<file path="src/hw/rtl/lrsd_pkg.sv">
package lrsd_pkg;

  localparam int MUL_A_W   = 96;
  localparam int MUL_B_W   = 64;
  localparam int MUL_P_W   = MUL_A_W + MUL_B_W;
  localparam int SQ_ROOT_W = 42;
  localparam int SQ_RAD_W  = 2 * SQ_ROOT_W;
  localparam int DIV_Q_W   = 80;
  localparam int LL_W      = 31;
  localparam int Q40_W     = 40;
  localparam int VAR_W     = 64;
  localparam int OUT_DATA_W = 184;
  localparam int OUT_USER_W = 3;
  localparam int CFG_IDX_W  = 3;

  localparam logic [Q40_W-1:0] Q40_MAX = '1;
  localparam logic [LL_W-1:0]  LL_MAX  = '1;

  localparam logic [CFG_IDX_W-1:0] CFG_ALPHA    = 3'd0;
  localparam logic [CFG_IDX_W-1:0] CFG_GAIN_LL  = 3'd1;
  localparam logic [CFG_IDX_W-1:0] CFG_GAIN_RMS = 3'd2;
  localparam logic [CFG_IDX_W-1:0] CFG_MIN_DEV  = 3'd3;
  localparam logic [CFG_IDX_W-1:0] CFG_WARMUP   = 3'd4;
  localparam logic [CFG_IDX_W-1:0] CFG_PERSIST  = 3'd5;
  localparam logic [CFG_IDX_W-1:0] CFG_REFRACT  = 3'd6;

  typedef enum logic [1:0] {
    EV_NONE = 2'd0,
    EV_BOTH = 2'd1,
    EV_LL   = 2'd2,
    EV_RMS  = 2'd3
  } event_code_t;

  typedef enum logic [3:0] {
    S_IDLE, S_ACC, S_CHECK, S_DIV, S_RSQRT, S_FSQ, S_TSQRT, S_TMUL,
    S_DECIDE, S_EPICK, S_EAD, S_EDD, S_EDDA, S_EVAR, S_OUT
  } seq_state_t;

  typedef struct packed {
    logic busy;
    logic done;
  } unit_stat_t;

endpackage

</file>
<file path="src/hw/rtl/lrsd_mul.sv">
module lrsd_mul import lrsd_pkg::*; (
  input  logic               clk,
  input  logic               rst_n,
  input  logic               start,
  input  logic [MUL_A_W-1:0] a,
  input  logic [MUL_B_W-1:0] b,
  output unit_stat_t         stat,
  output logic [MUL_P_W-1:0] prod
);

  localparam int CNT_W = $clog2(MUL_B_W + 1);

  logic [MUL_P_W-1:0] acc_r;
  logic [MUL_A_W-1:0] a_r;
  logic [CNT_W-1:0]   cnt_r;
  logic               busy_r, done_r;
  logic [MUL_A_W:0]   sum;

  always_comb begin
    sum = {1'b0, acc_r[MUL_P_W-1:MUL_B_W]} + (acc_r[0] ? {1'b0, a_r} : '0);
  end

  always_ff @(posedge clk) begin
    if (start) begin
      acc_r <= {{MUL_A_W{1'b0}}, b};
      a_r   <= a;
    end else if (busy_r) begin
      acc_r <= {sum, acc_r[MUL_B_W-1:1]};
    end
  end

  always_ff @(posedge clk) begin
    if (!rst_n) begin
      busy_r <= 1'b0;
      done_r <= 1'b0;
      cnt_r  <= '0;
    end else begin
      done_r <= 1'b0;
      if (start) begin
        busy_r <= 1'b1;
        cnt_r  <= '0;
      end else if (busy_r) begin
        cnt_r <= cnt_r + 1'b1;
        if (cnt_r == CNT_W'(MUL_B_W - 1)) begin
          busy_r <= 1'b0;
          done_r <= 1'b1;
        end
      end
    end
  end

  assign stat = '{busy: busy_r, done: done_r};
  assign prod = acc_r;

endmodule

</file>
<file path="config.mk">
export PLATFORM = sky130hd
export DESIGN_NAME = lrsd_mul
export DESIGN_NICKNAME = d
export VERILOG_FILES = /design/src/hw/rtl/lrsd_pkg.sv /design/src/hw/rtl/lrsd_mul.sv
export SDC_FILE = /design/constraint.sdc
export NUM_CORES = 1
export LEC_CHECK = 0
export BUFFER_PORTS_ARGS = -buffer_cell sky130_fd_sc_hd__buf_4
export CAP_MARGIN = 20
export CORE_MARGIN = 3
export CORE_UTILIZATION = 50
export CTS_BUF_LIST = sky130_fd_sc_hd__clkbuf_8
export CTS_CLUSTER_DIAMETER = 200
export DETAILED_ROUTE_END_ITERATION = 8
export HOLD_SLACK_MARGIN = 0.02
export PLACE_DENSITY = 0.77
export SYNTH_ARGS = -nofsm -noshare
export SYNTH_HDL_FRONTEND = slang
export SYNTH_SLANG_ARGS = --single-unit
export TNS_END_PERCENT = 50
</file>
<file path="constraint.sdc">
create_clock -name clk -period 3.9 [get_ports clk]
set_input_delay 0.39 -clock clk [delete_from_list [all_inputs] [get_ports clk]]
set_output_delay 0.39 -clock clk [all_outputs]
set_load 0.05 [all_outputs]
</file>
==> qor.yml <==
clk-insertion-delay-late_ps: 590
mostFrequentLayoutCells: "buf_4, edfxtp_1, a21oi_1, nor2_1, nand2_1"
yosys.area.top_type_share: 0.309
worstPathArrival_ps: 4310
place_hpwl_mm: 36.0
synth-async-reset-ratio: 0
die_h_um: 182
grt_pass1_wl_mm: 77.0
post-route-util: 0.699
synth_area_leaders: "edfxtp_1, dfxtp_1, ha_1, a21oi_1, mux2_2"
p_int_uw: 5620
die_w_um: 182
finish.instance_area_mm2: 0.0210
yosys_register_bits: 265
drv_cap: 0
vias_per_cell: 5.61
grt_max_degree: 85
core_area_mm2: 0.0301
grt_pass1_vias: 14500
cts-root-buf: "clkbuf_8"
grt_usage: 0.287
yosysSeqAreaShare: 0.444
hp-class: "in2reg"
critPathRequiredTime_ps: 4380
diodes: 0
synth_cell_type_count: 68
fin_ws_ps: 70.4
gp_congestion: 0.950
min_period_over_period: 0.982
rsz0062_at_grt: "true"
synth_edf_count: 160
combPwrFrac: 0.291
antenna_found_initial: 0
relSlewSlack: 0.346
placementRows: 63
htree_levels: 2
p_sw_uw: 2880
crit_type: "reg2reg"
cts_tree: "built"
wire_per_inst_um: 19.8
synth_nets: 1838
avgSynthCellArea_um2: 9.86
setup_violations: 0
drt_iter0_drc: 1020
synth-warning-count: 0
power_frac_seq: 0.402
dieArea_mm2: 0.0333
slew_violations: 0
status: "complete, no violations"
drive_gt1_frac: 0.288
dr.pass1.iters: 5
vdd_drop_max_uv: 324
numCtsBuffers: 46
p_sw_frac: 0.339
mappedNetlistArea_mm2: 0.0156
final_common_cell: "buf_4"
cts_buffer_depth: 3
path_max_fanout: 6
p_clk_frac: 0.306
finalHoldViolations: 0
drc_errors: 0
synth_area_leader_cell: "edfxtp_1"
portBuffers: 324
vias: 14000
worst_setup_path_start_kind: "register"
fmax_ghz: 0.261
syn_to_final_growth_pct: 35.3
placed_area_mm2: 0.0190
initial_core_util: 0.517
end_kind: "register"
synth_top_flop_cell: "edfxtp_1"
synthCells: 1577
final.min_clock_period_ps: 3830
clock_skew_ps: 27.4
p_per_area_mw_per_mm2: 404
clk_pin_slew_worst_paths_ps: 60
totalWireLength_mm: 49.4
fin_nets: 2335
grt_remaining_overflow: 0
pre_cts_slack_ps: 23.8
ant_nets: 0
p_leak_uw: 0.00914
cts.sinks: 265
ios: 325
max_slew.worst_pin.slew_ps: 981
cells in the mapped netlist (all sizes together) (26+ instances only):
cell    instances
o21ai         107
a21o           43
nand2         123
mux2           64
mux2i          43
and2          102
ha             97
o21bai         26
dfxtp         105
xor2           44
xnor2          52
nor2          131
nand4          46
edfxtp        160
inv            33
a21oi         147
clkbuf         73
worst paths after layout:
kind,cells after the start,end,start,slack [ps]
min reg2reg,2,prod[122],prod[122],490
max reg2reg,15,prod[139],prod[0],70
max,15,prod[139],prod[0],70
min,2,busy_r,rst_n,80
cells by family after synthesis:
| family | synth area share |
|---|---|
| AND/OR/NAND/NOR | 0.149 |
| XOR/XNOR | 0.0540 |
| AO/OA/AOI/OAI | 0.169 |
| buffers and inverters | 0.0305 |
| adder cells (fa/ha/maj) | 0.0793 |
| flip-flops | 0.444 |
| multiplexers | 0.0740 |
power by group through the flow:
stage / Combinational (uW) / Clock [uW] / Sequential [uW]
3_3_place_gp: 2320 / 0 / 3470
3_5_place_dp: 2340 / 0 / 3470
2_1_floorplan: 1020 / 0 / 3930
6_report: 2480 / 2600 / 3420
4_1_cts: 2430 / 2650 / 3420
5_1_grt: 2650 / 2790 / 3450
registers in the layout, summed over array words and instances, names as in the netlist:
signal,count
cnt_r,7
busy_r,1
done_r,1
a_r,96
prod,160
critical path: stages (launching register included):
cell and delay, ps:
edfxtp_1 380, buf_6 150, and2_4 140, ha_4 160
fa_2 340, a21o_1 210, a221o_1 360, a221oi_4 310
o21ai_2 130, a221oi_4 390, o21ai_2 160, a21o_1 210
a21oi_2 170, nor2_1 80, or3_1 310, a32o_1 250
cell type report:
| type | instances | area, um2 |
|---|---|---|
| clock buffer | 50 | 688 |
| clock inverter | 36 | 240 |
| fill | 2296 | 9060 |
| inverter | 34 | 128 |
| multi-input combinational | 1190 | 8280 |
| sequential | 265 | 6910 |
| tap | 390 | 488 |
| timing repair buffer | 537 | 4320 |
per-stage QoR:
step,instances,power (uW),TNS (ps),hold WS (ps)
2_1_floorplan,1577,4950,-1110,454
3_3_place_gp,2312,5790,0,463
3_5_place_dp,2312,5820,0,479
4_1_cts,2494,8500,0,49.4
5_1_grt,2502,8890,-172,46.0
6_report,2502,8510,0,80.1
layer usage:
metal,share of wire,track usage,vias to the layer above
met3,0.062,0.0548,97
met4,0.029,0.0935,0
met2,0.50,0.504,498
li1,-,-,6744
met1,0.41,0.355,6686
met5,0,0,-
timing repair:
action	in CTS	in global routing
hold endpoints to repair	96	0
setup buffers	0	7
setup endpoints to repair	0	22
gates resized for setup	0	19
hold buffers	96	0
Note: power is estimated with default switching activity, not from simulation.
