[src/hw/rtl/lrsd_pkg.sv]
package lrsd_pkg;

  localparam int MUL_A_W   = 96;
  localparam int MUL_B_W   = 64;
  localparam int MUL_P_W   = MUL_A_W + MUL_B_W;
  localparam int SQ_ROOT_W = 42;
  localparam int SQ_RAD_W  = 2 * SQ_ROOT_W;
  localparam int DIV_Q_W   = 80;
  localparam int LL_W      = 31;
  localparam int Q40_W     = 40;
  localparam int VAR_W     = 64;
  localparam int OUT_DATA_W = 184;
  localparam int OUT_USER_W = 3;
  localparam int CFG_IDX_W  = 3;

  localparam logic [Q40_W-1:0] Q40_MAX = '1;
  localparam logic [LL_W-1:0]  LL_MAX  = '1;

  localparam logic [CFG_IDX_W-1:0] CFG_ALPHA    = 3'd0;
  localparam logic [CFG_IDX_W-1:0] CFG_GAIN_LL  = 3'd1;
  localparam logic [CFG_IDX_W-1:0] CFG_GAIN_RMS = 3'd2;
  localparam logic [CFG_IDX_W-1:0] CFG_MIN_DEV  = 3'd3;
  localparam logic [CFG_IDX_W-1:0] CFG_WARMUP   = 3'd4;
  localparam logic [CFG_IDX_W-1:0] CFG_PERSIST  = 3'd5;
  localparam logic [CFG_IDX_W-1:0] CFG_REFRACT  = 3'd6;

  typedef enum logic [1:0] {
    EV_NONE = 2'd0,
    EV_BOTH = 2'd1,
    EV_LL   = 2'd2,
    EV_RMS  = 2'd3
  } event_code_t;

  typedef enum logic [3:0] {
    S_IDLE, S_ACC, S_CHECK, S_DIV, S_RSQRT, S_FSQ, S_TSQRT, S_TMUL,
    S_DECIDE, S_EPICK, S_EAD, S_EDD, S_EDDA, S_EVAR, S_OUT
  } seq_state_t;

  typedef struct packed {
    logic busy;
    logic done;
  } unit_stat_t;

endpackage

[src/hw/rtl/lrsd_sqrt.sv]
module lrsd_sqrt import lrsd_pkg::*; (
  input  logic                 clk,
  input  logic                 rst_n,
  input  logic                 start,
  input  logic [SQ_RAD_W-1:0]  rad,
  output unit_stat_t           stat,
  output logic [SQ_ROOT_W-1:0] root
);

  localparam int REM_W = SQ_ROOT_W + 2;
  localparam int CNT_W = $clog2(SQ_ROOT_W + 1);

  logic [SQ_RAD_W-1:0]  rad_r;
  logic [REM_W-1:0]     rem_r;
  logic [SQ_ROOT_W-1:0] root_r;
  logic [CNT_W-1:0]     cnt_r;
  logic                 busy_r, done_r;
  logic [REM_W+1:0]     rem2, trial, diff;
  logic                 ge;

  always_comb begin
    rem2  = {rem_r, rad_r[SQ_RAD_W-1 -: 2]};
    trial = {2'b00, root_r, 2'b01};
    ge    = rem2 >= trial;
    diff  = ge ? (rem2 - trial) : rem2;
  end

  always_ff @(posedge clk) begin
    if (start) begin
      rad_r  <= rad;
      rem_r  <= '0;
      root_r <= '0;
    end else if (busy_r) begin
      rad_r  <= {rad_r[SQ_RAD_W-3:0], 2'b00};
      rem_r  <= diff[REM_W-1:0];
      root_r <= {root_r[SQ_ROOT_W-2:0], ge};
    end
  end

  always_ff @(posedge clk) begin
    if (!rst_n) begin
      busy_r <= 1'b0;
      done_r <= 1'b0;
      cnt_r  <= '0;
    end else begin
      done_r <= 1'b0;
      if (start) begin
        busy_r <= 1'b1;
        cnt_r  <= '0;
      end else if (busy_r) begin
        cnt_r <= cnt_r + 1'b1;
        if (cnt_r == CNT_W'(SQ_ROOT_W - 1)) begin
          busy_r <= 1'b0;
          done_r <= 1'b1;
        end
      end
    end
  end

  assign stat = '{busy: busy_r, done: done_r};
  assign root = root_r;

endmodule

[config.mk]
export PLATFORM = sky130hd
export DESIGN_NAME = lrsd_sqrt
export DESIGN_NICKNAME = d
export VERILOG_FILES = /design/src/hw/rtl/lrsd_pkg.sv /design/src/hw/rtl/lrsd_sqrt.sv
export SDC_FILE = /design/constraint.sdc
export NUM_CORES = 1
export LEC_CHECK = 0
export ABC_AREA = 1
export BUFFER_PORTS_ARGS = -buffer_cell sky130_fd_sc_hd__buf_2
export CAP_MARGIN = 40
export CORE_UTILIZATION = 57
export DETAILED_ROUTE_END_ITERATION = 6
export PLACE_DENSITY = 0.77
export SLEW_MARGIN = 0
export SYNTH_ARGS = -nofsm -noshare
export SYNTH_HDL_FRONTEND = slang
export SYNTH_SLANG_ARGS = --single-unit
[constraint.sdc]
create_clock -name clk -period 5.41 [get_ports clk]
set_input_delay 0.8115 -clock clk [delete_from_list [all_inputs] [get_ports clk]]
set_output_delay 0.8115 -clock clk [all_outputs]
set_load 0.02 [all_outputs]
==> impl_metrics.tcl <==
set metrics [dict create \
    status "finished clean" \
    setup.worst_path.end_class "flop" \
    start_util 0.5809 \
    crit_path_cell_trace "inv_1 -> ha_1 -> nand2_1 -> inv_1 -> nand2_1 -> nand3_1 -> nand2_1 -> nand2_1 -> nand2_1 -> nand4_4 -> nand2_4 -> o21ai_0 -> nand2_1 -> inv_1" \
    hold_buffers 0 \
    skew_ns 0.01002 \
    first_pass_iters 6 \
    finalMaxSlewViolations 0 \
    yosys.area.top_type_share 0.2465 \
    core_area_mm2 0.01940 \
    gp_congestion 1.012 \
    die_h_um 142.6 \
    antenna_found_initial 0 \
    slowest_delay_ns 0.54 \
    yosys.area.top_type "nand2_1" \
    io_buffer_count 130 \
    syn_inst 1711 \
    cp_num_buf_inv 3 \
    wl_um 29720 \
    cp_max_fo 36 \
    period_share 0.5554 \
    cts_num_sinks 178 \
    dp_hpwl_um 21730 \
    drtIter0Drc 696 \
    arrival_ns 3.34 \
    slew-limit-headroom 0.4103 \
    vias 10777 \
    synth_edf_count 84 \
    hold_viol 0 \
    r2r_slack_ns 2.41 \
    critPathLaunchType "flop" \
    die_area_mm2 0.02034 \
    syn-cell-area_mm2 0.01127 \
    grt_overflow 0 \
    clockBufferDepth 2 \
    cp_data_required_time_ns 5.75 \
    worstSetupPathType "reg -> reg" \
    syn-num-nets 1844 \
    nets 1946 \
    cts_max_level 4 \
    drive_gt1_frac 0.1139 \
    ys_top_cells_by_count "nand2_1, inv_1, nor2_1" \
    ys_async_sr_fraction 0 \
    route.detailed.drc 0 \
    routed_via_density 5.154 \
    rsz0062_at_grt "no" \
    critPathSlowestCell "nand4_4" \
    hp-class "reg -> reg" \
    ys.flop_type "dfxtp_1" \
    diodes 0 \
    cp_common_cell "nand2_1" \
    cts_buffers 17 \
    wl_per_cell_um 14.21 \
    syn_area_per_cell_um2 6.587 \
    grt_pass1_wl_um 47400 \
    synth_top_cells_by_area "nand2_1, edfxtp_1, dfxtp_1" \
    path_delay_family "simple AND/OR/NAND/NOR gates" \
    cts.reportedPaths.clkPinSlew_ns 0.08 \
    synth_most_common_cell "nand2_1" \
    clock.fmax_mhz 332.8 \
    synth_cell_types 35 \
    post_cts_buffers 0 \
    cts_root_buf "clkbuf_16" \
    die_w_um 142.6 \
    worst_slew_pin_slew_ns 0.8845 \
    syn_to_final_growth_pct 13.15 \
    ys_warn_count 0 \
    io-pin-count 131 \
    fin_crit_ns 3.005 \
    n_fill_cell 1777 \
    yosysSeqAreaShare 0.3908 \
    cts_tree "built" \
    grt_pass1_vias 9906 \
    setup_tns_ns 0 \
    grt_usage 0.2980 \
    clk-insertion-delay-late_ns 0.44 \
    grt_max_degree 84 \
    row_count 51 \
    setup-violations-final 0 \
    antenna_left 0 \
    cts-resized-gates 0 \
    max-cap-violations 0 \
    synth-seq-cells 178 \
]
[sequential cells by signal, summed over array words and instances (netlist names)]
name,count
cnt_r,6
root,42
rad_r,84
busy_r,1
rem_r,44
done_r,1
[per-layer routing]
layer / share of wire / wire (µm) / GRT usage / vias up
li1: - / - / - / 5558
met1: 0.45 / 13500 / 0.3845 / 4850
met2: 0.46 / 13800 / 0.5059 / 329
met3: 0.059 / 1767 / 0.05131 / 40
met4: 0.022 / 652 / 0.09734 / 0
met5: 0 / 0 / 0 / -
[cells by family (layout without fill, tap and decap cells)]
| logic type | after synthesis | after routing | share of synthesized area |
|---|---|---|---|
| adders and majority gates | 46 | 46 | 0.05107 |
| buffers and inverters | 341 | 456 | 0.1169 |
| and+or+nand+nor | 1038 | 1038 | 0.3817 |
| AOI/OAI and AO/OA | 94 | 94 | 0.04863 |
| DFF | 178 | 178 | 0.3908 |
| xor gates and xnor gates | 14 | 14 | 0.01088 |
[path summary, 6_finish.rpt]
check	cells past startpoint	from	end
hold reg to reg	2	cnt_r[5]	cnt_r[5]
setup / recovery	14	root[3]	root[0]
hold / removal	2	cnt_r[5]	cnt_r[5]
setup reg to reg	14	root[3]	root[0]
[stage by stage]
step,worst slack (ns),hold WS [ns],std cells,instance area (µm²),util
2_1_floorplan,1.177,0.4445,1711,11270,-
3_3_place_gp,2.429,0.4632,2055,12060,0.6219
3_5_place_dp,2.463,0.4687,2059,12170,0.6272
4_1_cts,2.432,0.4800,2091,12750,0.6573
5_1_grt,2.178,0.5092,2091,12750,0.6573
6_report,2.405,0.4808,2091,12750,0.6573
[worst min-delay path: stages (launching register included)]
cell and delay [ns]:
dfxtp_1 0.30, inv_1 0.07, a21oi_1 0.06
[cell type report]
type	instances	area, µm²	share of cell area
timing repair buffer	141	805.8	0.06319
sequential	178	4405	0.3455
multi-input combinational	1192	5558	0.4359
clock buffer	18	429.2	0.03366
clock inverter	14	155.1	0.01217
tap	265	331.6	0.02600
inverter	283	1066	0.08360
[placed cells by master, fill, tap and decap left out, types with 4 or more instances in the layout]
cell       instances
nand4_1           53
xor2_1            14
nand2_2            4
nand3_1           96
inv_2              4
o22ai_1           41
a21oi_1           31
dfxtp_1           93
inv_1            276
o21bai_1           4
ha_1              46
nor2_1           100
nand3b_1           8
nor2_2            16
clkbuf_16         17
buf_2            130
nand2_1          739
edfxtp_1          84
inv_8              5
a31oi_1            4
nor3_1            13
o21ai_0           10
buf_4              7
Power is not shown: default switching activity piles up to over one toggle a cycle in this logic, so the estimate is an artifact.
