## config.mk

```make
export PLATFORM = sky130hd
export DESIGN_NAME = lrsd_accum
export DESIGN_NICKNAME = d
export VERILOG_FILES = /design/src/hw/rtl/lrsd_pkg.sv /design/src/hw/rtl/lrsd_accum.sv
export SDC_FILE = /design/constraint.sdc
export NUM_CORES = 2
export LEC_CHECK = 0
export BUFFER_PORTS_ARGS = -buffer_cell sky130_fd_sc_hd__buf_2
export CORE_MARGIN = 1
export CORE_UTILIZATION = 60
export CTS_CLUSTER_DIAMETER = 50
export CTS_CLUSTER_SIZE = 24
export DETAILED_ROUTE_END_ITERATION = 8
export HOLD_SLACK_MARGIN = 0.03
export PLACE_DENSITY = 0.79
export SYNTH_ARGS = -nofsm -noshare
export SYNTH_HDL_FRONTEND = slang
export SYNTH_SLANG_ARGS = --single-unit
```

## constraint.sdc

```tcl
create_clock -name clk -period 10.85 [get_ports clk]
set_input_delay 1.085 -clock clk [delete_from_list [all_inputs] [get_ports clk]]
set_output_delay 1.085 -clock clk [all_outputs]
set_load 0.01 [all_outputs]
```

## src/hw/rtl/lrsd_pkg.sv

```systemverilog
package lrsd_pkg;

  localparam int MUL_A_W   = 96;
  localparam int MUL_B_W   = 64;
  localparam int MUL_P_W   = MUL_A_W + MUL_B_W;
  localparam int SQ_ROOT_W = 42;
  localparam int SQ_RAD_W  = 2 * SQ_ROOT_W;
  localparam int DIV_Q_W   = 80;
  localparam int LL_W      = 31;
  localparam int Q40_W     = 40;
  localparam int VAR_W     = 64;
  localparam int OUT_DATA_W = 184;
  localparam int OUT_USER_W = 3;
  localparam int CFG_IDX_W  = 3;

  localparam logic [Q40_W-1:0] Q40_MAX = '1;
  localparam logic [LL_W-1:0]  LL_MAX  = '1;

  localparam logic [CFG_IDX_W-1:0] CFG_ALPHA    = 3'd0;
  localparam logic [CFG_IDX_W-1:0] CFG_GAIN_LL  = 3'd1;
  localparam logic [CFG_IDX_W-1:0] CFG_GAIN_RMS = 3'd2;
  localparam logic [CFG_IDX_W-1:0] CFG_MIN_DEV  = 3'd3;
  localparam logic [CFG_IDX_W-1:0] CFG_WARMUP   = 3'd4;
  localparam logic [CFG_IDX_W-1:0] CFG_PERSIST  = 3'd5;
  localparam logic [CFG_IDX_W-1:0] CFG_REFRACT  = 3'd6;

  typedef enum logic [1:0] {
    EV_NONE = 2'd0,
    EV_BOTH = 2'd1,
    EV_LL   = 2'd2,
    EV_RMS  = 2'd3
  } event_code_t;

  typedef enum logic [3:0] {
    S_IDLE, S_ACC, S_CHECK, S_DIV, S_RSQRT, S_FSQ, S_TSQRT, S_TMUL,
    S_DECIDE, S_EPICK, S_EAD, S_EDD, S_EDDA, S_EVAR, S_OUT
  } seq_state_t;

  typedef struct packed {
    logic busy;
    logic done;
  } unit_stat_t;

endpackage

```

## src/hw/rtl/lrsd_accum.sv

```systemverilog
module lrsd_accum import lrsd_pkg::*; #(
  parameter int SAMPLE_BITS = 24,
  parameter int MAX_BLOCK_SAMPLES = 4096,
  localparam int CNT_W = $clog2(MAX_BLOCK_SAMPLES + 1)
) (
  input  logic                   clk,
  input  logic                   rst_n,
  input  logic                   take,
  input  logic [SAMPLE_BITS-1:0] sample,
  input  logic                   add_en,
  input  logic                   clear,
  output logic [LL_W-1:0]        ll_acc,
  output logic [VAR_W-1:0]       sq_acc,
  output logic [CNT_W-1:0]       cnt,
  output logic [31:0]            total
);

  logic [SAMPLE_BITS-1:0]   prev_r;
  logic [2*SAMPLE_BITS-1:0] sq_r;
  logic [SAMPLE_BITS:0]     ad_r;
  logic                     take_r, haspre_r;
  logic [LL_W-1:0]          ll_r;
  logic [VAR_W-1:0]         sq_acc_r;
  logic [CNT_W-1:0]         cnt_r;
  logic [31:0]              total_r;

  logic signed [SAMPLE_BITS:0] diff;
  logic [SAMPLE_BITS:0]        ad_c;
  logic [SAMPLE_BITS-1:0]      mag;
  logic [VAR_W:0]              sq_sum;
  logic [LL_W+SAMPLE_BITS:0]   ll_sum;
  logic                        room;

  always_comb begin
    diff   = $signed({sample[SAMPLE_BITS-1], sample}) - $signed({prev_r[SAMPLE_BITS-1], prev_r});
    ad_c   = diff[SAMPLE_BITS] ? (~diff + 1'b1) : diff;
    mag    = sample[SAMPLE_BITS-1] ? (~sample + 1'b1) : sample;
    room   = cnt_r < CNT_W'(MAX_BLOCK_SAMPLES);
    sq_sum = {1'b0, sq_acc_r} + (VAR_W + 1)'(sq_r);
    ll_sum = (LL_W + SAMPLE_BITS + 1)'(ll_r) + (LL_W + SAMPLE_BITS + 1)'(ad_r);
  end

  always_ff @(posedge clk) begin
    if (take) begin
      sq_r     <= mag * mag;
      ad_r     <= ad_c;
      haspre_r <= cnt_r != '0;
    end
  end

  always_ff @(posedge clk) begin
    if (!rst_n) begin
      prev_r   <= '0;
      take_r   <= 1'b0;
      ll_r     <= '0;
      sq_acc_r <= '0;
      cnt_r    <= '0;
      total_r  <= '0;
    end else begin
      if (take) begin
        take_r  <= room;
        total_r <= total_r + 32'd1;
        if (room) begin
          prev_r <= sample;
        end
      end
      if (clear) begin
        ll_r     <= '0;
        sq_acc_r <= '0;
        cnt_r    <= '0;
      end else if (add_en && take_r) begin
        sq_acc_r <= sq_sum[VAR_W] ? '1 : sq_sum[VAR_W-1:0];
        if (haspre_r) begin
          ll_r <= (ll_sum > (LL_W + SAMPLE_BITS + 1)'(LL_MAX)) ? LL_MAX : ll_sum[LL_W-1:0];
        end
        cnt_r <= cnt_r + 1'b1;
      end
    end
  end

  assign ll_acc = ll_r;
  assign sq_acc = sq_acc_r;
  assign cnt    = cnt_r;
  assign total  = total_r;

endmodule

```

==> metrics <==
status finished clean; Critical Path Most Common Cell fa_1; Synth top area share 28.2%; # Max-Cap Violations 0; gr ovfl total 0; CTS clk-pin slew, worst paths 0.06 ns; DR vias ~25,000; total CTS buffers 27; CTS tree done; RSZ-0062 raised after global routing false; Post-Route WL 78,500 um; Fmax about 0.10 GHz; Final Cycle Share between 80% and 90%; slowest CP cell fa_1; setup TNS 0 ns; register area share after synthesis between 15 and 20%; Reg2Reg Launch Point sq_r[0]$_DFFE_PP_; prevailing post-synth register cell dfxtp_1; # DRC 0; largest net degree at the start of global routing 77; Final Hold Viols 0; EDFF count, synth 73; clk buf depth 3; final setup vio count 0; Placeable Area just over 50,000 um2; Die Area 52,200 um2; multi-input combinational cell area approximately 22,000 um2; total global-route track usage 30.4%; max-slew violation count 0; Initial Utilization 61.1%; Synth area leader fa_1; Mapped Cells about 3,500; clk_lat worst skew approximately 0.57 ns; CTS H-tree lvls 1; Ports ~170; antenna violations before repair 3; critical path arrival 9.84 ns; CP Data Required Time between 10 and 15 ns; synth unique cells 79; die height approximately 230 um; Routed wire per std cell between 15 and 20 um; FF-to-FF End sq_acc[40]$_SDFFE_PP0P_; final RePlAce weighted congestion approximately 1; vias in the first global route roughly 25,000; Final nets about 4,400; startpoint types input port; Hold Crit Start prev_r[3]$_SDFFE_PN0P_; R2R depth 11; Rows 82; Post-CTS Hold Buffers 0; min Tclk post-route approximately 9.6 ns; Worst Setup EP sq_r[47]$_DFFE_PP_; dpl hpwl between 60,000 and 70,000 um; 1st-pass router iterations 6; CP Launch Point sample[2]; Syn-to-layout area delta 8.22%; hold crit path type reg2reg; slew at the pin closest to its max-slew limit 1.16 ns; #FFs+latches synth ~240; fill cell count around 4,200; share of cells above drive strength 1 8.02%; CTS Root Cell clkbuf_16; Slew headroom around 23%; CTS resizes 0; YS warnings 0; top post-synthesis cells by area fa_1 28%, ha_1 11%, dfxtp_1 11%; register area approximately 5500 um2; Die W around 230 um; vias per cell slightly below 6; CTS Sinks between 200 and 250; flop-to-flop setup slack between 6 and 7 ns; Syn Area/Cell 8.79 um2; Clock Skew about 0.019 ns; antenna viol nets, final 0; mapped cell area 30,800 um2; critical path fanouts, max 13; type of the worst setup path in2reg; ys async rst share 0%; Critical Path Max Stage Delay 0.57 ns; IO Port Bufs around 170; first-pass GRT wire length about 130,000 um; Setup Buffers After CTS 0; crit path capture type flip-flop; DR iter-0 viols approximately 2,000
[worst max-delay path, delay by kind of cell]
| family | cells | cell delay [ns] |
|---|---|---|
| fa+ha+maj | 8 | 4.09 |
| simple gates | 9 | 2.44 |
| buf+inv | 7 | 0.78 |
| compound gates | 5 | 1.20 |
| xor+xnor | 1 | 0.24 |
[Yosys cell counts (4+ instances only)]
master / n
inv_1: 644
fa_1: 433
nand2_1: 316
ha_1: 270
nor2_1: 244
a21oi_1: 238
o21ai_0: 174
dfxtp_1: 165
xnor2_1: 136
clkbuf_1: 112
xor2_1: 78
edfxtp_1: 73
a21o_1: 57
and2_1: 42
nor3_1: 42
a21boi_0: 39
nand3_1: 39
nand4_1: 35
a31oi_1: 30
and3_1: 28
o21a_1: 26
o21bai_1: 24
a211oi_1: 21
or3_1: 21
nor2b_1: 20
o31ai_1: 19
nand2b_1: 17
o211ai_1: 14
and4_1: 12
or2_2: 8
a311oi_1: 7
a41oi_1: 7
nor4_1: 7
a2111oi_0: 6
a211o_1: 5
a221oi_1: 5
a311o_1: 5
inv_2: 5
o221a_2: 5
a31o_2: 4
nor3b_1: 4
[area by class of cell]
cell class / instances / share of cell area (%)
antenna: 3 / 0.0225
clock buffer: 29 / 2.05
clock inverter: 20 / 0.706
inverter: 651 / 7.34
multi-input combinational: 2514 / 67.5
sequential: 238 / 16.5
tap: 672 / 2.52
timing repair buffer: 203 / 3.32
[state kept, by name (all words and copies together) (netlist names)]
name      flops
ll_acc       31
take_r        1
total        32
haspre_r      1
cnt          13
sq_acc       64
ad_r         25
prev_r       24
sq_r         47
[metal layers]
layer | track usage (%) | vias to the layer above | routed length (um) | part of all wire, %
met2 | 50.3 | 1006 | 37100 | 47
li1 | - | 11658 | - | -
met5 | 0 | - | 0 | 0
met4 | 13.2 | 0 | 3430 | 4.4
met3 | 4.05 | 210 | 6010 | 7.7
met1 | 40.1 | 12103 | 32000 | 41
[placed cells by master (no fill, tap or decap), types with 36 or more instances in the layout]
cell type,n
ha_1,270
inv_1,644
buf_2,167
o21ai_0,174
a21o_1,57
xor2_1,78
dfxtp_1,165
nor2_1,243
nand3_1,39
a21boi_0,39
nor3_1,42
xnor2_1,135
nand2_1,316
buf_4,36
fa_1,433
edfxtp_1,73
and2_1,41
a21oi_1,238
[stage by stage]
step | util [%] | instance area, um2 | worst slack [ns] | hold WS [ns] | cells
after global routing | 66.1 | 33300 | 0.906 | 0.481 | 4330
after floorplan | - | 30800 | 1.09 | 0.443 | 3519
after CTS | 66.1 | 33300 | 1.39 | 0.466 | 4327
after global placement | 64.3 | 32400 | 1.15 | 0.450 | 4278
after detailed placement | 64.3 | 32400 | 0.843 | 0.457 | 4278
final | 66.1 | 33300 | 1.30 | 0.463 | 4330
[kinds of logic (layout without fill, tap and decap cells)]
family	Yosys count	count (layout)	synth area share [%]
AND/OR/NAND/NOR	851	851	12.7
adder cells (fa/ha/maj)	703	703	39.1
AO/OA/AOI/OAI	722	722	14.6
multiplexers	4	4	0.134
XOR/XNOR	215	215	6.14
buffers and inverters	767	903	9.37
other	2	22	0.0244
flip-flops	238	238	17.9
[worst min path at each step]
stage / endpoint / cells after the start
5_1_grt: prev_r[23]$_SDFFE_PN0P_ / 2
3_5_place_dp: prev_r[7]$_SDFFE_PN0P_ / 2
2_1_floorplan: prev_r[10]$_SDFFE_PN0P_ / 2
4_1_cts: prev_r[7]$_SDFFE_PN0P_ / 2
3_3_place_gp: prev_r[17]$_SDFFE_PN0P_ / 2
6_report: prev_r[3]$_SDFFE_PN0P_ / 2
Power is not shown: default switching activity piles up to over one toggle a cycle in this logic, so the estimate is an artifact.
