--- src/hw/rtl/lrsd_pkg.sv ---
package lrsd_pkg;

  localparam int MUL_A_W   = 96;
  localparam int MUL_B_W   = 64;
  localparam int MUL_P_W   = MUL_A_W + MUL_B_W;
  localparam int SQ_ROOT_W = 42;
  localparam int SQ_RAD_W  = 2 * SQ_ROOT_W;
  localparam int DIV_Q_W   = 80;
  localparam int LL_W      = 31;
  localparam int Q40_W     = 40;
  localparam int VAR_W     = 64;
  localparam int OUT_DATA_W = 184;
  localparam int OUT_USER_W = 3;
  localparam int CFG_IDX_W  = 3;

  localparam logic [Q40_W-1:0] Q40_MAX = '1;
  localparam logic [LL_W-1:0]  LL_MAX  = '1;

  localparam logic [CFG_IDX_W-1:0] CFG_ALPHA    = 3'd0;
  localparam logic [CFG_IDX_W-1:0] CFG_GAIN_LL  = 3'd1;
  localparam logic [CFG_IDX_W-1:0] CFG_GAIN_RMS = 3'd2;
  localparam logic [CFG_IDX_W-1:0] CFG_MIN_DEV  = 3'd3;
  localparam logic [CFG_IDX_W-1:0] CFG_WARMUP   = 3'd4;
  localparam logic [CFG_IDX_W-1:0] CFG_PERSIST  = 3'd5;
  localparam logic [CFG_IDX_W-1:0] CFG_REFRACT  = 3'd6;

  typedef enum logic [1:0] {
    EV_NONE = 2'd0,
    EV_BOTH = 2'd1,
    EV_LL   = 2'd2,
    EV_RMS  = 2'd3
  } event_code_t;

  typedef enum logic [3:0] {
    S_IDLE, S_ACC, S_CHECK, S_DIV, S_RSQRT, S_FSQ, S_TSQRT, S_TMUL,
    S_DECIDE, S_EPICK, S_EAD, S_EDD, S_EDDA, S_EVAR, S_OUT
  } seq_state_t;

  typedef struct packed {
    logic busy;
    logic done;
  } unit_stat_t;

endpackage

--- src/hw/rtl/lrsd_div.sv ---
module lrsd_div import lrsd_pkg::*; #(
  parameter int DEN_W = 13
) (
  input  logic               clk,
  input  logic               rst_n,
  input  logic               start,
  input  logic [DIV_Q_W-1:0] num,
  input  logic [DEN_W-1:0]   den,
  output unit_stat_t         stat,
  output logic [DIV_Q_W-1:0] quot
);

  localparam int CNT_W = $clog2(DIV_Q_W + 1);

  logic [DIV_Q_W-1:0] q_r;
  logic [DEN_W-1:0]   den_r, rem_r;
  logic [CNT_W-1:0]   cnt_r;
  logic               busy_r, done_r;
  logic [DEN_W:0]     rem2, diff;
  logic               ge;

  always_comb begin
    rem2 = {rem_r, q_r[DIV_Q_W-1]};
    ge   = rem2 >= {1'b0, den_r};
    diff = ge ? (rem2 - {1'b0, den_r}) : rem2;
  end

  always_ff @(posedge clk) begin
    if (start) begin
      q_r   <= num;
      den_r <= den;
      rem_r <= '0;
    end else if (busy_r) begin
      q_r   <= {q_r[DIV_Q_W-2:0], ge};
      rem_r <= diff[DEN_W-1:0];
    end
  end

  always_ff @(posedge clk) begin
    if (!rst_n) begin
      busy_r <= 1'b0;
      done_r <= 1'b0;
      cnt_r  <= '0;
    end else begin
      done_r <= 1'b0;
      if (start) begin
        busy_r <= 1'b1;
        cnt_r  <= '0;
      end else if (busy_r) begin
        cnt_r <= cnt_r + 1'b1;
        if (cnt_r == CNT_W'(DIV_Q_W - 1)) begin
          busy_r <= 1'b0;
          done_r <= 1'b1;
        end
      end
    end
  end

  assign stat = '{busy: busy_r, done: done_r};
  assign quot = q_r;

endmodule

--- config.mk ---
export PLATFORM = sky130hd
export DESIGN_NAME = lrsd_div
export DESIGN_NICKNAME = d
export VERILOG_FILES = /design/src/hw/rtl/lrsd_pkg.sv /design/src/hw/rtl/lrsd_div.sv
export SDC_FILE = /design/constraint.sdc
export NUM_CORES = 1
export LEC_CHECK = 0
export BUFFER_PORTS_ARGS = -buffer_cell sky130_fd_sc_hd__buf_4
export CAP_MARGIN = 15
export CORE_ASPECT_RATIO = 0.6
export CORE_MARGIN = 4
export CORE_UTILIZATION = 55
export DETAILED_ROUTE_END_ITERATION = 6
export PLACE_DENSITY = 0.86
export SLEW_MARGIN = 0
export SYNTH_ARGS = -nofsm -noshare
export SYNTH_HDL_FRONTEND = slang
export SYNTH_SLANG_ARGS = --single-unit
--- constraint.sdc ---
create_clock -name clk -period 6.8 [get_ports clk]
set_input_delay 1.02 -clock clk [delete_from_list [all_inputs] [get_ports clk]]
set_output_delay 1.02 -clock clk [all_outputs]
set_load 0.05 [all_outputs]
==> results of run 1 <==
[cell usage in the layout, fill, tap and decap left out, types with 3 or more instances in the layout]
cell type	count
a32oi_1	5
inv_1	17
a311oi_2	5
edfxtp_1	93
nor2_1	23
xor2_1	9
clkinv_2	3
nor2b_1	5
a21oi_1	10
clkinv_1	4
or3_1	3
mux2_2	81
o21ai_0	12
nand4_1	5
clkbuf_16	17
bufinv_16	4
nor3_1	3
o21a_1	3
nand3_1	6
xnor2_1	3
nand2_1	29
buf_4	180
dfxtp_1	22
ha_1	14
[cell families (layout without fill, tap and decap cells)]
family / count (synthesis) / after routing
xor gates and xnor gates: 12 / 12
and+or+nand+nor: 83 / 83
muxes: 83 / 83
DFF: 115 / 115
adders and majority gates: 15 / 15
AOI/OAI and AO/OA: 55 / 55
buffers and inverters: 38 / 230
[registers in the layout (all words and copies together) (netlist names)]
register	cells
cnt_r	7
quot	80
done_r	1
den_r	13
rem_r	13
busy_r	1
[per-stage QoR]
stage | instances | utilization [%] | hold slack (ns)
final | 723 | 79.4 | 0.491
after global routing | 723 | 79.4 | 0.512
after CTS | 723 | 79.4 | 0.482
after detailed placement | 691 | 73.0 | 0.471
after global placement | 691 | 73.0 | 0.461
after floorplan | 401 | - | 0.438
[worst paths after layout]
path | startpoint | to | slack (ns)
worst max-delay path | den_r[9] | rem_r[0] | 4.01
worst min-delay path | rem_r[12] | rem_r[12] | 0.49
worst max register to register | den_r[9] | rem_r[0] | 4.01
worst min register to register | rem_r[12] | rem_r[12] | 0.49
[power by group]
part           total, uW  internal [uW]  switching [uW]
clock                898            605             294
combinational        489            179             311
sequential           881            842            38.6
total               2270           1630             643
[cell type report]
cell class	count	area, um^2	area share [%]
repair buffers	180	1350	18.1
multi-input cells	248	2050	27.4
clock buffers	19	433	5.80
flip-flops and latches	115	3230	43.3
well taps	130	163	2.18
clock inverters	13	165	2.21
inverters	18	67.6	0.906
[worst max-delay path: cells and delay by family, from the launching register on]
| family | cells | cell delay [ns] |
|---|---|---|
| compound gates | 4 | 1.06 |
| simple gates | 1 | 0.44 |
| fa+ha+maj | 1 | 0.43 |
| mux | 1 | 0.40 |
| flops | 1 | 0.32 |
| buf+inv | 1 | 0.05 |
[metal layers]
layer / track usage, % / share of wire (%) / up-vias / wire, um
li1: - / - / 1872 / -
met1: 29.6 / 41 / 1913 / 5560
met2: 37.2 / 48 / 180 / 6550
met3: 8.65 / 8.9 / 18 / 1210
met4: 7.78 / 1.6 / 0 / 214
met5: 0 / 0 / - / 0
==> impl_results.md, run 1 <==
* Achievable frequency at 359 MHz
* Total gr overflow at 0
* DR vias at 3983
* Top post-synthesis cells by count: edfxtp_1 (93), mux2_2 (81), nand2_1 (29)
* Compound-gate portion of the synthesized area at 7.88%
* Clk_lat worst skew at around 0.40 ns
* Pin count of the biggest net entering global routing at 81
* Slowest-stage cell, CP: a2111o_1
* Residual DRC at 0
* Routed WL per cell at between 15 and 20 um
* H-tree Lvls at 4
* IO Pins at 178
* Cell count of the worst reg-to-reg path at 8
* Yosys warning count at 0
* Die X at 136 um
* Synth Cell Area at about 5400 um^2
* FF+latch count, synth at 115
* LEAKAGE at slightly above 0.003 uW
* Main combinational cell family by area after synthesis: multiplexers
* CP Launch Type: register
* Total power at around 2300 uW
* Worst-case clock buffer depth at 2
* Setup TNS at 0 ns
* CTS tree: yes
* Drt pass-1 iters at 4
* Unrepaired setup endpoints after global routing: false
* Slew headroom at about 34%
* HP Class: register to register
* Final Max Tran Viols at 0
* Setup WS pre-CTS at between 3 and 4 ns
* Critical path fanouts, max at 14
* # setup viols final at 0
* Area leader, netlist: edfxtp_1
* CP Class: register to register
* Synth Area in Adders at ~3.6%
* Pwr dens at 304 nW/um^2
* Vias in the first global route at just over 4000
* Top_reg_cell synth: edfxtp_1
* Vias per cell at roughly 5.5
* Worst Path Arrival at 3.10 ns
* Slew @ Worst Pin at between 0.9 and 1 ns
* Placed Area at 6860 um^2
* Post-Synthesis Cells at 401
* Hold Vio Cnt, Final at 0
* Area share of and/or/nand/nor cells after synthesis at 7.05%
* Initial antenna violation count at 0
* Top cell type's share of synthesized area at approximately half
* Sequential fraction of the synthesis area at 59.4%
* Global-route wire length before repair at between 20000 and 25000 um
* DP Wirelength at around 9600 um
* Worst Setup End Kind: register
* Max VDD drop at approximately 0.19 mV
* Post-CTS Hold Buffers at 0
* CTS clock-pin slew for the worst setup and hold paths at roughly 0.05 ns
* Core Region at about 9400 um^2
* Count leader, synth: edfxtp_1
* Port Buffer Count at ~180
* Initial drt markers at 318
* Part of the cycle the worst path needs at a little over 40%
* Site Rows at 27
* Clock sinks at between 100 and 150
* Worst setup margin at around 4 ns
* Syn Area/Cell at 13.6 um^2
* Max-Cap Viols at 0
* Synthesized Nets at approximately 510
* Netlist cell types at 50
* Ys async rst share at 0%
* Post-synth EDFFs at 93
* Final Critical Period at 2.79 ns
* Setup bufs post-CTS at 0
* Crit-path cells: inv_1, ha_1, a21oi_4, o221ai_2, a2111o_1, nor2_2, mux2_2, a211oi_1
* Final wirelength at between 10000 and 15000 um
* Resize count post-CTS at 0
* Root cell of the clock tree: clkbuf_16
* Mux cell area share after synthesis at 17.1%
* DIE AREA at around 12000 um^2
* Antenna diodes at 0
* Layout area overhead at 36.9%
* Fillers at ~550
* ANT nets after route at 0
* Final nets at approximately 700
* Die Ht at 85.1 um
* CP required at about 7 ns
* Placer Congestion at between 0.9 and 1
* Share of cells above drive strength 1 at roughly half
* Status: finished, final reports clean
* Post-route design area at about 7500 um^2
* Ranking of synthesized cells by area: edfxtp_1 (51%), mux2_2 (17%), dfxtp_1 (8.1%)
* Hold Path Cell Cnt at 2
* Slowest stage delay, CP at 0.46 ns
* TritonCTS buffer count at 17
* Worst Clk Skew at about 0.013 ns
* Gr usage total at between 20% and 30%
* Starting Density at between 50% and 60%
* Post-Synth XOR/XNOR Area at ~1.9%
Power figures use the tool's default switching activity.
==> run 2: changes to the inputs <==
--- a/config.mk
+++ b/config.mk
@@ -9,9 +9,9 @@
 export CAP_MARGIN = 15
 export CORE_ASPECT_RATIO = 0.6
 export CORE_MARGIN = 4
-export CORE_UTILIZATION = 55
+export CORE_UTILIZATION = 51
 export DETAILED_ROUTE_END_ITERATION = 6
-export PLACE_DENSITY = 0.86
+export PLACE_DENSITY = 0.8
 export SLEW_MARGIN = 0
 export SYNTH_ARGS = -nofsm -noshare
 export SYNTH_HDL_FRONTEND = slang
==> constraint.sdc (replaced) <==
create_clock -name clk -period 2.8 [get_ports clk]
set_input_delay 0.42 -clock clk [delete_from_list [all_inputs] [get_ports clk]]
set_output_delay 0.42 -clock clk [all_outputs]
set_load 0.05 [all_outputs]
==> impl_results.md, run 2 (synthesis results as in run 1) <==
* Unrepaired setup endpoints after global routing: false (unchanged)
* DIE AREA at 12500 um^2 (was 11600 um^2)
* CP Launch Type: register (unchanged)
* Setup bufs post-CTS at 0 (unchanged)
* Final Critical Period at 2.56 ns (was 2.79 ns)
* Clk_lat worst skew at 0.41 ns (was 0.40 ns)
* CP Class: register to register (unchanged)
* Worst Setup End Kind: register (unchanged)
* Starting Density at 53.8% (was 58.0%)
* Most frequent cells in the layout: buf_4 (183), edfxtp_1 (93), mux2_2 (81) (was buf_4 (180), edfxtp_1 (93), mux2_2 (81))
* Max VDD drop at 0.515 mV (was 0.186 mV)
* Setup TNS at 0 ns (unchanged)
* Layout area overhead at 35.8% (was 36.9%)
* Initial antenna violation count at 0 (unchanged)
* Max-Cap Viols at 0 (unchanged)
* Critical Path Start: den_r[9] (unchanged)
* Reg2reg start: den_r[9] (unchanged)
* Worst Clk Skew at 0.00915 ns (was 0.0134 ns)
* Worst Path Arrival at 2.71 ns (was 3.10 ns)
* Routed WL per cell at 19.1 um (was 18.7 um)
* Initial drt markers at 242 (was 318)
* DP Wirelength at 10200 um (was 9590 um)
* Die Ht at 88.0 um (was 85.1 um)
* Gr usage total at 22.3% (was 23.3%)
* Worst-case clock buffer depth at 2 (unchanged)
* Slew @ Worst Pin at 1.01 ns (was 0.997 ns)
* Slew headroom at 32.6% (was 33.5%)
* Final nets at 694 (was 691)
* Total gr overflow at 0 (unchanged)
* IO Pins at 178 (unchanged)
* Final core occ at 73.1% (was 79.4%)
* Core Region at 10100 um^2 (was 9390 um^2)
* Max reg flops at 80 (unchanged)
* Critical path fanouts, max at 10 (was 14)
* CP required at 2.96 ns (was 7.11 ns)
* Bufs and invs on worst path at 1 (unchanged)
* H-tree Lvls at 4 (unchanged)
* Global-route wire length before repair at 21000 um (was 20700 um)
* Drt pass-1 iters at 4 (unchanged)
* CTS tree: yes (unchanged)
* Worst min-delay path startpoint: den[12] (was rem_r[12])
* HP Class: input port to register (was register to register)
* Clock sinks at 115 (unchanged)
* Hold Vio Cnt, Final at 0 (unchanged)
* Die X at 141 um (was 136 um)
* Crit. path cell count at 7 (was 8)
* Post-route design area at 7400 um^2 (was 7460 um^2)
* TritonCTS buffer count at 17 (unchanged)
* Placed Area at 6890 um^2 (was 6860 um^2)
* Achievable frequency at 391 MHz (was 359 MHz)
* Slowest stage delay, CP at 0.44 ns (was 0.46 ns)
* Port Buffer Count at 177 (unchanged)
* Share of cells above drive strength 1 at 50.7% (was 50.3%)
* Vias in the first global route at 3896 (was 4056)
* Part of the cycle the worst path needs at 91.4% (was 41.0%)
* # setup viols final at 0 (unchanged)
* Root cell of the clock tree: clkbuf_16 (unchanged)
* Cell family with most CP delay: compound AO/OA/AOI/OAI gates (unchanged)
* Hold Path Cell Cnt at 1 (was 2)
* Pin count of the biggest net entering global routing at 81 (unchanged)
* Antenna diodes at 0 (unchanged)
* Site Rows at 28 (was 27)
* Resize count post-CTS at 0 (unchanged)
* Final Max Tran Viols at 0 (unchanged)
* Residual DRC at 0 (unchanged)
* Cell count of the worst reg-to-reg path at 7 (was 8)
* Pwr dens at 700 nW/um^2 (was 304 nW/um^2)
* LEAKAGE at 0.00303 uW (was 0.00306 uW)
* Commonest non-fill, non-tap cell in the layout: buf_4 (unchanged)
* CTS clock-pin slew for the worst setup and hold paths at 0.05 ns (about the same)
* Status: finished, final reports clean (unchanged)
* Vias per cell at 5.40 (was 5.51)
* Crit-path cells: inv_1, ha_1, a21oi_4, o221ai_2, a2111o_1, or2_1, mux2_2 (was inv_1, ha_1, a21oi_4, o221ai_2, a2111o_1, nor2_2, mux2_2, a211oi_1)
* Placer Congestion at 0.904 (was 0.932)
* ANT nets after route at 0 (unchanged)
* Final wirelength at 14000 um (was 13500 um)
* DR vias at 3949 (was 3983)
* Slowest-stage cell, CP: a2111o_1 (unchanged)
* Post-CTS Hold Buffers at 0 (unchanged)
## run 2: cell count changes in the layout (fill, tap and decap cells not counted)
cell,change
bufinv_16,-4
clkinv_1,-2
clkbuf_1,+1
clkinv_2,+3
inv_2,-1
clkinvlp_4,+3
buf_4,+3
## run 2: per-stage QoR
step	cells	hold WS (ns)	total power [uW]	setup slack (ns)
4_1_cts	731	0.177	5200	0.259
5_1_grt	731	0.171	5380	0.0682
3_3_place_gp	699	0.464	3340	0.309
2_1_floorplan	401	0.438	2950	0.135
6_report	731	0.187	5180	0.242
3_5_place_dp	699	0.467	3360	0.261
## run 2: worst paths after layout
check,endpoint,slack (ns)
worst max register to register,quot[0],0.24
worst min-delay path,den_r[12],0.19
worst min register to register,rem_r[12],0.49
worst max-delay path,quot[0],0.24
## run 2: report_power, final
| part | total, uW | switching, uW | internal, uW |
|---|---|---|---|
| clock | 1850 | 741 | 1110 |
| sequential | 2130 | 87.4 | 2040 |
| combinational | 1200 | 759 | 438 |
| total | 5180 | 1590 | 3590 |
## run 2: layout make-up
type / instances / area (um^2)
Clock buffer: 20 / 437
Clock inverter: 12 / 67.6
Fill cell: 675 / 2730
Inverter: 18 / 71.3
Multi-Input combinational cell: 248 / 2050
Sequential cell: 115 / 3230
Tap cell: 135 / 169
Timing Repair Buffer: 183 / 1370
## run 2: per-layer routing
| layer | GRT usage, % | wire (um) | up-vias |
|---|---|---|---|
| met1 | 30.6 | 6210 | 1896 |
| li1 | - | - | 1875 |
| met4 | 6.97 | 233 | 0 |
| met5 | 0 | 0 | - |
| met2 | 31.9 | 6120 | 161 |
| met3 | 10.3 | 1410 | 17 |
